$ cat config.mk
export PLATFORM = sky130hd
export DESIGN_NAME = ntc_divider_voltage_to_temperature_unit_flat
export DESIGN_NICKNAME = d
export VERILOG_FILES = /design/src/design/ntcvt_pkg.sv /design/src/design/ntcvt_if.sv /design/src/design/ntcvt_div.sv /design/src/design/ntc_divider_voltage_to_temperature_unit.sv /design/src/flat_wrapper.sv
export VERILOG_INCLUDE_DIRS = /design/src /design/src/design
export SDC_FILE = /design/constraint.sdc
export NUM_CORES = 2
export LEC_CHECK = 0
export ABC_AREA = 0
export BUFFER_PORTS_ARGS = -buffer_cell sky130_fd_sc_hd__buf_2
export CAP_MARGIN = 20
export CORE_UTILIZATION = 31
export CTS_BUF_LIST = sky130_fd_sc_hd__clkbuf_8 sky130_fd_sc_hd__clkbuf_16
export CTS_CLUSTER_SIZE = 25
export DETAILED_ROUTE_END_ITERATION = 8
export MAX_ROUTING_LAYER = met4
export PLACE_DENSITY = 0.45
export SLEW_MARGIN = 20
export SYNTH_ARGS = -nofsm -noshare
export SYNTH_HDL_FRONTEND = slang
export SYNTH_SLANG_ARGS = --single-unit
$ cat constraint.sdc
create_clock -name clk -period 9.2 [get_ports clk]
set_input_delay 1.84 -clock clk [delete_from_list [all_inputs] [get_ports clk]]
set_output_delay 1.84 -clock clk [all_outputs]
set_load 0.1 [all_outputs]
$ cat src/design/ntc_divider_voltage_to_temperature_unit_macros.svh
// assertion helpers for the ntc divider voltage to temperature unit
// each macro expects clk and rst_n in scope
`ifndef NTC_DIVIDER_VOLTAGE_TO_TEMPERATURE_UNIT_MACROS_SVH
`define NTC_DIVIDER_VOLTAGE_TO_TEMPERATURE_UNIT_MACROS_SVH

`ifndef SYNTHESIS
// same-cycle implication
`define NTCVT_ASSERT_IMPL(lbl, ante, cons) \
  lbl: assert property (@(posedge clk) disable iff (!rst_n) (ante) |-> (cons)) \
    else $error("ntcvt assertion failed");
// next-cycle implication
`define NTCVT_ASSERT_NEXT(lbl, ante, cons) \
  lbl: assert property (@(posedge clk) disable iff (!rst_n) (ante) |=> (cons)) \
    else $error("ntcvt assertion failed");
`else
`define NTCVT_ASSERT_IMPL(lbl, ante, cons)
`define NTCVT_ASSERT_NEXT(lbl, ante, cons)
`endif

`endif

$ cat src/design/ntcvt_pkg.sv
`timescale 1ns / 1ps
package ntcvt_pkg;

  // field and register widths
  localparam int V_W       = 22;
  localparam int RF_W      = 27;
  localparam int T_W       = 17;
  localparam int CFG_IDX_W = 1;
  localparam int CFG_W     = RF_W;

  // resistance/temperature rom
  localparam int ROM_SIZE      = 21;
  localparam int TABLE_ENTRIES = 21;
  localparam int N_USED = (TABLE_ENTRIES > ROM_SIZE) ? ROM_SIZE :
                          ((TABLE_ENTRIES < 2) ? 2 : TABLE_ENTRIES);
  localparam int IDX_W  = $clog2(ROM_SIZE);
  localparam int ROM_W  = 29;
  localparam int DEG_W  = 9;
  localparam int STEP_W = 4;
  localparam int FRAC_W = 8;

  // datapath widths
  localparam int DEN_W  = V_W;
  localparam int NUM_W  = RF_W + V_W;
  localparam int PROD_W = ROM_W + DEN_W;
  localparam int SCL_W  = PROD_W + STEP_W;
  localparam int Q_W    = STEP_W + FRAC_W;
  localparam int DVD_W  = SCL_W + FRAC_W + 1;
  localparam int CNT_W  = $clog2(Q_W + 1);

  localparam logic [IDX_W-1:0] LAST_IDX = IDX_W'(N_USED - 1);

  // reset values of the configuration registers
  localparam logic [V_W-1:0]  SUPPLY_RST = 22'd1800000;
  localparam logic [RF_W-1:0] RFIX_RST   = 27'd9747669;

  // table resistances in milliohms
  localparam logic [ROM_W-1:0] ROM_MOHM [ROM_SIZE] = '{
    29'd335670000, 29'd176680000, 29'd96790000, 29'd55350000, 29'd32650000,
    29'd19900000,  29'd12490000,  29'd10000000, 29'd8060000,  29'd5320000,
    29'd3600000,   29'd2490000,   29'd1750000,  29'd1260000,  29'd920000,
    29'd680000,    29'd510000,    29'd390000,   29'd300000,   29'd230000,
    29'd180000
  };

  // table temperatures in degrees C
  localparam logic signed [DEG_W-1:0] ROM_DEG [ROM_SIZE] = '{
    -9'sd40, -9'sd30, -9'sd20, -9'sd10, 9'sd0,   9'sd10,  9'sd20,
    9'sd25,  9'sd30,  9'sd40,  9'sd50,  9'sd60,  9'sd70,  9'sd80,
    9'sd90,  9'sd100, 9'sd110, 9'sd120, 9'sd130, 9'sd140, 9'sd150
  };

  // temperature rise from the previous entry to this one
  localparam logic [STEP_W-1:0] ROM_STEP [ROM_SIZE] = '{
    4'd0,  4'd10, 4'd10, 4'd10, 4'd10, 4'd10, 4'd10,
    4'd5,  4'd5,  4'd10, 4'd10, 4'd10, 4'd10, 4'd10,
    4'd10, 4'd10, 4'd10, 4'd10, 4'd10, 4'd10, 4'd10
  };

  typedef enum logic [CFG_IDX_W-1:0] {
    CFG_SUPPLY = 1'b0,
    CFG_RFIX   = 1'b1
  } cfg_idx_t;

  typedef enum logic [8:0] {
    S_IDLE  = 9'b000000001,
    S_MNUM  = 9'b000000010,
    S_NUM   = 9'b000000100,
    S_MUL   = 9'b000001000,
    S_CMP   = 9'b000010000,
    S_SCALE = 9'b000100000,
    S_LOAD  = 9'b001000000,
    S_DIV   = 9'b010000000,
    S_DONE  = 9'b100000000
  } state_t;

  typedef struct packed {
    logic busy;
    logic done;
  } div_stat_t;

  // entry temperature in 1/256 degree units
  function automatic logic signed [T_W-1:0] deg_q8(input logic [IDX_W-1:0] idx);
    return T_W'($signed({ROM_DEG[idx], {FRAC_W{1'b0}}}));
  endfunction

endpackage

$ cat src/design/ntcvt_if.sv
`timescale 1ns / 1ps
interface ntcvt_in_if import ntcvt_pkg::*; ();
  logic           valid;
  logic           ready;
  logic [V_W-1:0] voltage_uv;
  logic           sample_valid;

  modport source (output valid, output voltage_uv, output sample_valid, input ready);
  modport sink   (input valid, input voltage_uv, input sample_valid, output ready);
endinterface

interface ntcvt_out_if import ntcvt_pkg::*; ();
  logic                  valid;
  logic                  ready;
  logic signed [T_W-1:0] temperature_q8;
  logic                  temp_valid;

  modport source (output valid, output temperature_q8, output temp_valid, input ready);
  modport sink   (input valid, input temperature_q8, input temp_valid, output ready);
endinterface

$ cat src/design/ntcvt_div.sv
`timescale 1ns / 1ps
module ntcvt_div import ntcvt_pkg::*; (
  input  logic              clk,
  input  logic              rst_n,
  input  logic              start,
  input  logic [PROD_W-1:0] dvd_hi,
  input  logic [Q_W-1:0]    dvd_lo,
  input  logic [PROD_W-1:0] dvs,
  output div_stat_t         stat,
  output logic [Q_W-1:0]    quot
);

  logic [PROD_W-1:0] rem_r, rem_nxt;
  logic [Q_W-1:0]    lo_r, lo_nxt;
  logic [Q_W-1:0]    q_r, q_nxt;
  logic [PROD_W-1:0] dvs_r, dvs_nxt;
  logic [CNT_W-1:0]  cnt_r, cnt_nxt;
  logic              done_r, done_nxt;
  logic [PROD_W:0]   shifted;
  logic [PROD_W:0]   trial;

  // one restoring step: bring down the next dividend bit and try the divisor
  assign shifted = {rem_r, lo_r[Q_W-1]};
  assign trial   = shifted - {1'b0, dvs_r};

  always_comb begin
    rem_nxt  = rem_r;
    lo_nxt   = lo_r;
    q_nxt    = q_r;
    dvs_nxt  = dvs_r;
    cnt_nxt  = cnt_r;
    done_nxt = 1'b0;
    if (start) begin
      rem_nxt = dvd_hi;
      lo_nxt  = dvd_lo;
      q_nxt   = '0;
      dvs_nxt = dvs;
      cnt_nxt = CNT_W'(Q_W);
    end else if (cnt_r != '0) begin
      if (!trial[PROD_W]) begin
        rem_nxt = trial[PROD_W-1:0];
      end else begin
        rem_nxt = shifted[PROD_W-1:0];
      end
      q_nxt    = {q_r[Q_W-2:0], ~trial[PROD_W]};
      lo_nxt   = {lo_r[Q_W-2:0], 1'b0};
      cnt_nxt  = cnt_r - 1'b1;
      done_nxt = (cnt_r == CNT_W'(1));
    end
  end

  always_ff @(posedge clk) begin
    if (!rst_n) begin
      cnt_r  <= '0;
      done_r <= 1'b0;
    end else begin
      cnt_r  <= cnt_nxt;
      done_r <= done_nxt;
    end
    rem_r <= rem_nxt;
    lo_r  <= lo_nxt;
    q_r   <= q_nxt;
    dvs_r <= dvs_nxt;
  end

  assign stat.busy = (cnt_r != '0);
  assign stat.done = done_r;
  assign quot      = q_r;

endmodule

$ cat src/design/ntc_divider_voltage_to_temperature_unit.sv
`timescale 1ns / 1ps
// sequence: a rejected sample, or a zero resistance once the numerator is formed, goes
// straight to the result; otherwise the table is walked one entry at a time (multiply,
// then compare) until it clamps at an end entry or finds the bracketing pair, which it
// interpolates by scale, load and a 12-step restoring division
// throughput: one sample at a time; the next is taken when the previous result is queued
// reset: synchronous active-low; supply and resistor registers return to 1.8 V, 9747669 mohm
`include "ntc_divider_voltage_to_temperature_unit_macros.svh"
module ntc_divider_voltage_to_temperature_unit import ntcvt_pkg::*; (
  input  logic                 clk,
  input  logic                 rst_n,
  ntcvt_in_if.sink             in_ch,
  ntcvt_out_if.source          out_ch,
  input  logic                 cfg_we,
  input  logic [CFG_IDX_W-1:0] cfg_index,
  input  logic [CFG_W-1:0]     cfg_wdata
);

  state_t                state_r, state_nxt;
  logic [V_W-1:0]        supply_r;
  logic [RF_W-1:0]       rfix_r;
  logic [V_W-1:0]        v_r, v_nxt;
  logic [DEN_W-1:0]      den_r, den_nxt;
  logic [NUM_W-1:0]      num_r, num_nxt;
  logic [IDX_W-1:0]      idx_r, idx_nxt;
  logic [PROD_W-1:0]     hi_r, hi_nxt;
  logic [PROD_W-1:0]     dist_r, dist_nxt;
  logic [PROD_W-1:0]     span_r, span_nxt;
  logic [SCL_W-1:0]      scl_r, scl_nxt;
  logic [PROD_W-1:0]     prod_r, prod_nxt;
  logic signed [T_W-1:0] ptemp_r, ptemp_nxt;
  logic                  ptv_r, ptv_nxt;
  logic                  ovalid_r, ovalid_nxt;
  logic signed [T_W-1:0] otemp_r, otemp_nxt;
  logic                  otv_r, otv_nxt;
  logic [ROM_W-1:0]      mul_a;
  logic [DEN_W-1:0]      mul_b;
  logic [DVD_W-1:0]      dvd;
  logic                  div_start;
  div_stat_t             div_st;
  logic [Q_W-1:0]        div_q;
  logic                  in_xfer;
  logic                  out_free;

  assign in_ch.ready = (state_r == S_IDLE);
  assign in_xfer     = in_ch.valid && in_ch.ready;
  assign out_free    = !ovalid_r || out_ch.ready;

  assign out_ch.valid          = ovalid_r;
  assign out_ch.temperature_q8 = otemp_r;
  assign out_ch.temp_valid     = otv_r;

  // shared multiplier, always registered
  assign prod_nxt = mul_a * mul_b;

  // interpolation dividend: step * dist * 256 plus half the span for rounding
  assign dvd = {1'b0, scl_r, {FRAC_W{1'b0}}} + DVD_W'(span_r >> 1);

  ntcvt_div u_div (
    .clk    (clk),
    .rst_n  (rst_n),
    .start  (div_start),
    .dvd_hi (dvd[DVD_W-2:Q_W]),
    .dvd_lo (dvd[Q_W-1:0]),
    .dvs    (span_r),
    .stat   (div_st),
    .quot   (div_q)
  );

  // sequencer
  always_comb begin
    state_nxt  = state_r;
    v_nxt      = v_r;
    den_nxt    = den_r;
    num_nxt    = num_r;
    idx_nxt    = idx_r;
    hi_nxt     = hi_r;
    dist_nxt   = dist_r;
    span_nxt   = span_r;
    scl_nxt    = scl_r;
    ptemp_nxt  = ptemp_r;
    ptv_nxt    = ptv_r;
    ovalid_nxt = ovalid_r;
    otemp_nxt  = otemp_r;
    otv_nxt    = otv_r;
    mul_a      = '0;
    mul_b      = '0;
    div_start  = 1'b0;

    // output transfer frees the result register
    if (out_ch.ready) begin
      ovalid_nxt = 1'b0;
    end

    unique case (state_r)
      S_IDLE: begin
        if (in_xfer) begin
          if (!in_ch.sample_valid || in_ch.voltage_uv == '0 ||
              in_ch.voltage_uv >= supply_r) begin
            ptemp_nxt = '0;
            ptv_nxt   = 1'b0;
            state_nxt = S_DONE;
          end else begin
            v_nxt     = in_ch.voltage_uv;
            den_nxt   = supply_r - in_ch.voltage_uv;
            state_nxt = S_MNUM;
          end
        end
      end
      // resistance numerator rfix * v
      S_MNUM: begin
        mul_a     = ROM_W'(rfix_r);
        mul_b     = v_r;
        state_nxt = S_NUM;
      end
      S_NUM: begin
        num_nxt = prod_r[NUM_W-1:0];
        idx_nxt = '0;
        if (prod_r == '0) begin
          ptemp_nxt = '0;
          ptv_nxt   = 1'b0;
          state_nxt = S_DONE;
        end else begin
          state_nxt = S_MUL;
        end
      end
      // table entry scaled by the denominator
      S_MUL: begin
        mul_a     = ROM_MOHM[idx_r];
        mul_b     = den_r;
        state_nxt = S_CMP;
      end
      S_CMP: begin
        if (PROD_W'(num_r) >= prod_r) begin
          if (idx_r == '0) begin
            ptemp_nxt = deg_q8('0);
            ptv_nxt   = 1'b1;
            state_nxt = S_DONE;
          end else begin
            dist_nxt  = hi_r - PROD_W'(num_r);
            span_nxt  = hi_r - prod_r;
            state_nxt = S_SCALE;
          end
        end else begin
          hi_nxt = prod_r;
          if (idx_r == LAST_IDX) begin
            ptemp_nxt = deg_q8(LAST_IDX);
            ptv_nxt   = 1'b1;
            state_nxt = S_DONE;
          end else begin
            idx_nxt   = idx_r + 1'b1;
            state_nxt = S_MUL;
          end
        end
      end
      S_SCALE: begin
        scl_nxt   = dist_r * ROM_STEP[idx_r];
        state_nxt = S_LOAD;
      end
      S_LOAD: begin
        div_start = 1'b1;
        state_nxt = S_DIV;
      end
      S_DIV: begin
        if (div_st.done) begin
          ptemp_nxt = deg_q8(idx_r - 1'b1) + $signed(T_W'(div_q));
          ptv_nxt   = 1'b1;
          state_nxt = S_DONE;
        end
      end
      S_DONE: begin
        if (out_free) begin
          ovalid_nxt = 1'b1;
          otemp_nxt  = ptemp_r;
          otv_nxt    = ptv_r;
          state_nxt  = S_IDLE;
        end
      end
      default: begin
        state_nxt = S_IDLE;
      end
    endcase
  end

  // registers
  always_ff @(posedge clk) begin
    if (!rst_n) begin
      state_r  <= S_IDLE;
      ovalid_r <= 1'b0;
      supply_r <= SUPPLY_RST;
      rfix_r   <= RFIX_RST;
    end else begin
      state_r  <= state_nxt;
      ovalid_r <= ovalid_nxt;
      if (cfg_we) begin
        unique case (cfg_idx_t'(cfg_index))
          CFG_SUPPLY: supply_r <= cfg_wdata[V_W-1:0];
          CFG_RFIX:   rfix_r   <= cfg_wdata;
          default:    ;
        endcase
      end
    end
    v_r     <= v_nxt;
    den_r   <= den_nxt;
    num_r   <= num_nxt;
    idx_r   <= idx_nxt;
    hi_r    <= hi_nxt;
    dist_r  <= dist_nxt;
    span_r  <= span_nxt;
    scl_r   <= scl_nxt;
    prod_r  <= prod_nxt;
    ptemp_r <= ptemp_nxt;
    ptv_r   <= ptv_nxt;
    otemp_r <= otemp_nxt;
    otv_r   <= otv_nxt;
  end

  // checks
  `NTCVT_ASSERT_NEXT(a_bad_sample_done, in_xfer && !in_ch.sample_valid, state_r == S_DONE)
  `NTCVT_ASSERT_IMPL(a_dist_in_span, state_r == S_SCALE, dist_r != '0 && dist_r <= span_r)
  `NTCVT_ASSERT_IMPL(a_div_done_state, div_st.done, state_r == S_DIV)
  `NTCVT_ASSERT_IMPL(a_quot_range, div_st.done, div_q <= (Q_W'(ROM_STEP[idx_r]) << FRAC_W))
  `NTCVT_ASSERT_IMPL(a_div_start_idle, div_start, !div_st.busy)

endmodule
$ cat src/flat_wrapper.sv
// flat-port wrapper written by rule: the top's interface ports become plain ports
module ntc_divider_voltage_to_temperature_unit_flat import ntcvt_pkg::*;
  (clk, rst_n, cfg_we, cfg_index, cfg_wdata, in_ch_valid, in_ch_voltage_uv, in_ch_sample_valid, in_ch_ready, out_ch_valid, out_ch_temperature_q8, out_ch_temp_valid, out_ch_ready);
  ntcvt_in_if in_ch_i ();
  ntcvt_out_if out_ch_i ();
  input  logic clk;
  input  logic rst_n;
  input  logic cfg_we;
  input  logic [CFG_IDX_W-1:0] cfg_index;
  input  logic [CFG_W-1:0] cfg_wdata;
  input wire logic [$bits(in_ch_i.valid)-1:0] in_ch_valid;
  input wire logic [$bits(in_ch_i.voltage_uv)-1:0] in_ch_voltage_uv;
  input wire logic [$bits(in_ch_i.sample_valid)-1:0] in_ch_sample_valid;
  output wire logic [$bits(in_ch_i.ready)-1:0] in_ch_ready;
  output wire logic [$bits(out_ch_i.valid)-1:0] out_ch_valid;
  output wire logic [$bits(out_ch_i.temperature_q8)-1:0] out_ch_temperature_q8;
  output wire logic [$bits(out_ch_i.temp_valid)-1:0] out_ch_temp_valid;
  input wire logic [$bits(out_ch_i.ready)-1:0] out_ch_ready;
  assign in_ch_i.valid = in_ch_valid;
  assign in_ch_i.voltage_uv = in_ch_voltage_uv;
  assign in_ch_i.sample_valid = in_ch_sample_valid;
  assign in_ch_ready = in_ch_i.ready;
  assign out_ch_valid = out_ch_i.valid;
  assign out_ch_temperature_q8 = out_ch_i.temperature_q8;
  assign out_ch_temp_valid = out_ch_i.temp_valid;
  assign out_ch_i.ready = out_ch_ready;
  ntc_divider_voltage_to_temperature_unit u_core (.clk(clk), .rst_n(rst_n), .in_ch(in_ch_i), .out_ch(out_ch_i), .cfg_we(cfg_we), .cfg_index(cfg_index), .cfg_wdata(cfg_wdata));
endmodule
Word-level counts from Yosys, hierarchy flattened
Memory sizes are Yosys's and may differ from the RTL's.
Index checks and enable logic that the tools add are counted.

word-level totals
  memory bits (writable) = 0
  register bits after elaboration = 583
  bits in latches = 0
  ROM bits = 1,344
  memories = 3

memories
  memory            depth  bits a word  rd ports  clocked after Yosys merged registers in  wr ports  RTL line                                        source
  (name not given)  32     29           1         0                                        0         ntc_divider_voltage_to_temperature_unit.sv:129  mul_a = ROM_MOHM[idx_r];
  (name not given)  32     9            1         0                                        0         ntcvt_pkg.sv:84                                 return T_W'($signed({ROM_DEG[idx], {FRAC_W{1'b0}}}));
  (name not given)  32     4            1         0                                        0         ntc_divider_voltage_to_temperature_unit.sv:157  scl_nxt = dist_r * ROM_STEP[idx_r];

operators by class
  $mul = 2
  $add $sub $neg = 9
  multiplexer cells = 47
  divide/modulo/power cells = 0
  equal/unequal tests = 20
  shift-type cells = 0
  bitwise logic cells = 9
  reductions and logical operators = 24
  magnitude comparators = 4

operators with widths
  cell                                              number
  51-bit two-way mux                                3
  17-bit two-way mux                                7
  9-bit two-way mux                                 10
  9-bit one-hot mux with 9 select lines             1
  17-bit one-hot mux with 4 select lines            1
  63-bit by 50-bit adder with 63-bit output         1
  29-bit two-way mux                                2
  29-bit one-hot mux with 2 select lines            1
  51-bit by 4-bit multiplier with 55-bit output     1
  52-bit by 51-bit subtractor with 52-bit output    1
  49-bit by 51-bit >= comparator with 1-bit output  1
  51-bit logical NOT                                1
  29-bit by 22-bit multiplier with 51-bit output    1
  51-bit by 49-bit subtractor with 51-bit output    1
  51-bit subtractor                                 1
  22-bit one-hot mux with 2 select lines            1
  12-bit two-way mux                                2
  22-bit >= comparator                              1
  22-bit logical NOT                                1
  22-bit subtractor                                 1
  17-bit by 13-bit adder with 17-bit output         1
  4-bit two-way mux                                 4
  6-bit >= comparator (second input constant)       2
  5-bit inverter with 6-bit output                  2
  34 further kinds                                  67

Longest topological paths before layout
  word-level depth = 8
  mapped depth = 36
  mapped depth without buffers = 33

By module
From an unflattened synthesis, not the netlist that was laid out.

unflattened totals
  cells, all modules = 6,346
  area, all modules = 59,797.4 um^2

modules (own cells, without submodules)
  module                                   seq. area each (um^2)  area each (um^2)  cells an instance  instances
  ntc_divider_voltage_to_temperature_unit  12,472.0               51,151.6          5,440              1
  ntcvt_div                                3,763.6                8,645.8           906                1

Least setup slack after synthesis
OpenSTA, ideal clock, no wires.

  path kind = reg2reg
  start = reg u_core.prod_r[25]
  end = reg u_core.ptemp_r[0], enable pin
  arrival time = 7.817 ns
  setup slack = 0.617 ns
  clock period less this slack = 8.583 ns
  cell stages (with the launch flop) = 13
  buffers on the path = 0
  cell sequence = dfxtp_1 -> inv_1 -> ha_1 -> nand4_1 -> nor3_1 -> o21ai_0 -> nor4bb_1 -> o21ai_0 -> a31oi_1 -> o21ai_0 -> nand2_1 -> nor2_1 -> nor4_1

on the way
  word-level cells in the longest chain between the ends = 3

ends and longest elaborated chain
  item                                                                                           RTL line                                                                                        source
  start: declaration                                                                             ntc_divider_voltage_to_temperature_unit.sv:30                                                   logic [PROD_W-1:0] prod_r, prod_nxt;
  start signal: assignment                                                                       ntc_divider_voltage_to_temperature_unit.sv:211                                                  prod_r <= prod_nxt;
  49-bit by 51-bit >= comparator with 1-bit output / 51-bit logical NOT (equally long branches)  ntc_divider_voltage_to_temperature_unit.sv:134, ntc_divider_voltage_to_temperature_unit.sv:119
  3-bit inequality test (no line), or another cell as far along                                  n/a
  7-bit AND reduction (no line) (*)                                                              n/a
  end signal: assignment                                                                         ntc_divider_voltage_to_temperature_unit.sv:212                                                  ptemp_r <= ptemp_nxt;
  end: declaration                                                                               ntc_divider_voltage_to_temperature_unit.sv:31                                                   logic signed [T_W-1:0] ptemp_r, ptemp_nxt;

Every way passes the cells marked *; elsewhere a longest branch is shown, timed or not.
A chain may end at the register's enable or synchronous reset.

Worst setup path in the final report
  start = reg u_core.state_r[4]
  end = reg u_core.prod_r[49]

on the way
  word-level cells in the longest chain between the ends = 3

ends and longest elaborated chain
  item                                                                                                                     RTL line                                        source
  start: declaration                                                                                                       ntc_divider_voltage_to_temperature_unit.sv:19   state_t state_r, state_nxt;
  start signal: assignment                                                                                                 ntc_divider_voltage_to_temperature_unit.sv:193  state_r <= state_nxt;
  9-bit by 4-bit equality test with 1-bit output / 9-bit by 2-bit equality test with 1-bit output (equally long branches)  ntc_divider_voltage_to_temperature_unit.sv:95   unique case (state_r)
  29-bit one-hot mux with 2 select lines / 22-bit one-hot mux with 2 select lines (equally long branches)                  ntc_divider_voltage_to_temperature_unit.sv:95
  29-bit by 22-bit multiplier with 51-bit output (*)                                                                       ntc_divider_voltage_to_temperature_unit.sv:54   assign prod_nxt = mul_a * mul_b;
  net u_core.prod_nxt[49]                                                                                                  ntc_divider_voltage_to_temperature_unit.sv:30

Mark *: on every way through the listed nets, which the timed path passes. The rest lies on a longest branch.

==> flow_summary.json <==
{
  "r2r-start": "u_core.state_r[4]",
  "grt-ovfl-total": 0,
  "setup_viol": 0,
  "clkLatencyLatePin_ns": 0.71,
  "yosys.area.top_type": "edfxtp_1",
  "cp.arrival_ns": 9.39,
  "ys_async_sr_fraction_pct": 0,
  "drive_gt1_share_pct": 6.67,
  "syn-num-nets": 7334,
  "dr.pass1.iters": 7,
  "grt-busiest-layer": "met2",
  "via_per_inst": 4.98,
  "portBuffers": 75,
  "critPathKind": "reg2reg",
  "drtIter0Drc": 2727,
  "ir_drop_mv": 0.128,
  "ys_ff_latch": 583,
  "dp_hpwl_um": 151000,
  "cts.path.max_buffers": 3,
  "core_area_um2": 186000,
  "synth_common_cells": "inv_1, nand2_1, fa_1",
  "grt_pass1_wl_um": 279000,
  "drtAntennaViolNets": 0,
  "finClkSkew_ns": 0.0331,
  "antenna_found_initial": 3,
  "rrSetupSlack_ns": 0.43,
  "p_leak_nw": 27.8,
  "io_pins": 76,
  "yosysSeqAreaShare_pct": 27.9,
  "p_per_area_nw_per_um2": 133,
  "crit_path_max_incr_delay_ns": 0.55,
  "syn_area_um2": 58200,
  "yosysUniqueCellTypes": 88,
  "die_w_um": 435,
  "synth-edff-count": 456,
  "nets": 7414,
  "worst_path_most_repeated_cell": "fa_1",
  "synth_top_cell_area_share_pct": 23.5,
  "vias": 43600,
  "grtUsageMet3_pct": 2.10,
  "min_path_type": "reg2reg",
  "use_met1_pct": 25.3,
  "min_period_ns": 8.77,
  "use_met2_pct": 33.0,
  "netlist_top_cells_area": "edfxtp_1, fa_1, ha_1",
  "ys.flop_type": "edfxtp_1",
  "max_freq_mhz": 114,
  "syn_inst": 6125,
  "yosysWarnings": 0,
  "path_clk_slew_ns": 0.06,
  "worst_hold_path.endpoint": "u_core.out_ch.temperature_q8[14]",
  "grt_use_total_pct": 19.8,
  "clock-sinks": 583,
  "core.rowCount": 158,
  "wl_per_cell_um": 20.8,
  "grt_max_degree": 105,
  "root_buffer": "clkbuf_16",
  "cp_slowest_cell": "fa_1",
  "drv_slew": 0,
  "initial_utilization_pct": 31.3,
  "wl_um": 182000,
  "drc": 0,
  "cts_tree": "built",
  "grt_pass1_vias": 45800,
  "finalHoldViolCount": 0,
  "die-area_um2": 190000,
  "critPathBufInv": 7,
  "finalCritPeriodShare_pct": 95.3,
  "numCtsBuffers": 74,
  "hold_start": "u_core.ptemp_r[14]",
  "crit_required_ns": 9.82,
  "crit_path_end_kind": "flop",
  "max_cap_viol_count": 0,
  "rr_worst_depth": 32,
  "synthToLayoutAreaGrowth_pct": 11.2,
  "fin_tns_setup_ns": 0,
  "rsz0062_at_grt": "false",
  "total_power_mw": 8.59,
  "timing.rr.end": "u_core.prod_r[49]",
  "tightest_slew_ns": 1.04,
  "cp-start-kind": "flop",
  "place_congestion": 0.933,
  "path_max_fanout": 48,
  "relSlewSlack_pct": 30.8,
  "status": "complete, no violations",
  "whs_ns": 0.418,
  "synth.avg_cell_area_um2": 9.51,
  "htree_levels": 3,
  "yosysMostFrequentCell": "inv_1",
  "die_h_um": 435,
  "min_path_cells": 0,
  "crit_family": "adder cells",
  "startpoint": "u_core.state_r[4]"
}
## routing by layer
metal  vias to the layer above  part of all wire [%]
met5                         -                     0
met4                         0                   2.7
met3                       227                   3.9
met2                       926                    48
met1                     21700                    45
li1                      20700                     -
## through the flow
step	cell area [µm²]	worst slack, ns	util, %	std cells
after global placement	62200	0.345	33.4	8606
after floorplan	58200	0.617	-	6125
after global routing	64800	0.0149	34.8	8746
after detailed placement	62200	0.290	33.4	8607
final	64800	0.433	34.8	8749
after CTS	64700	0.263	34.8	8743
## worst max-delay path by stage
stage | end | cells past startpoint
3_5_place_dp | u_core.prod_r[49] | 30
5_1_grt | u_core.prod_r[49] | 32
4_1_cts | u_core.prod_r[49] | 31
6_report | u_core.prod_r[49] | 32
3_3_place_gp | u_core.prod_r[49] | 30
2_1_floorplan | u_core.ptemp_r[0] | 12
## sequential cells by signal, summed over array words and instances, names as in the netlist, 4 cells and up
register / flops
u_core.rfix_r: 27
u_core.hi_r: 51
u_core.u_div.cnt_r: 4
u_core.state_r: 9
u_core.den_r: 22
u_core.u_div.dvs_r: 51
u_core.out_ch.temperature_q8: 17
u_core.dist_r: 51
u_core.span_r: 51
u_core.v_r: 22
u_core.supply_r: 22
u_core.idx_r: 5
u_core.num_r: 49
u_core.prod_r: 51
u_core.u_div.quot: 12
u_core.scl_r: 55
u_core.u_div.lo_r: 12
u_core.u_div.rem_r: 51
u_core.ptemp_r: 17
## power breakdown
| group | leakage, nW | switching [mW] | total (mW) | internal, mW |
|---|---|---|---|---|
| clock network | 1.25 | 1.23 | 2.99 | 1.77 |
| registers | 5.15 | 0.128 | 3.36 | 3.23 |
| logic | 21.4 | 1.39 | 2.24 | 0.848 |
## layout make-up
type | instances | area, µm²
clock buffer | 84 | 2030
timing repair buffer | 229 | 1660
inverter | 802 | 3010
multi-input combinational | 4515 | 38200
clock inverter | 52 | 477
tap | 2480 | 3100
antenna | 4 | 10.0
fill | 19000 | 121000
sequential | 583 | 16200
## cell usage in the layout, fill, tap and decap left out, types with 27 or more instances in the layout
cell type and instances:
o21bai_1 45, o21ai_0 217, a211oi_1 40, a22o_1 33, a21boi_0 45, clkbuf_16 78, inv_1 805, nand2_1 766
nor2b_1 98, nand4_1 52, o21a_1 48, and3_1 31, and2_1 91, a21o_1 180, dfxtp_1 127, buf_2 75
a21oi_1 363, a31oi_1 65, fa_1 641, xor2_1 122, a22oi_1 27, ha_1 510, nand3_1 97, edfxtp_1 456
buf_4 144, xnor2_1 187, nand2b_1 39, nor2_1 466, nor3_1 62
## logic make-up (layout without fill, tap and decap cells)
| group | Yosys count | after routing | share of synthesized area, % |
|---|---|---|---|
| and+or+nand+nor | 1790 | 1790 | 13.7 |
| muxes | 11 | 11 | 0.189 |
| AOI/OAI and AO/OA | 1251 | 1251 | 13.8 |
| adders and majority gates | 1153 | 1153 | 33.0 |
| other | 0 | 4 | 0 |
| xor gates and xnor gates | 310 | 310 | 4.68 |
| buffers and inverters | 1027 | 1167 | 6.67 |
| DFF | 583 | 583 | 27.9 |
## repair_timing
item                       in CTS  in global routing
setup endpoints to repair       0                  9
hold buffers                    0                  0
setup buffers                   0                  2
resized for setup               0                 13
Note: power is estimated with default switching activity, not from simulation.
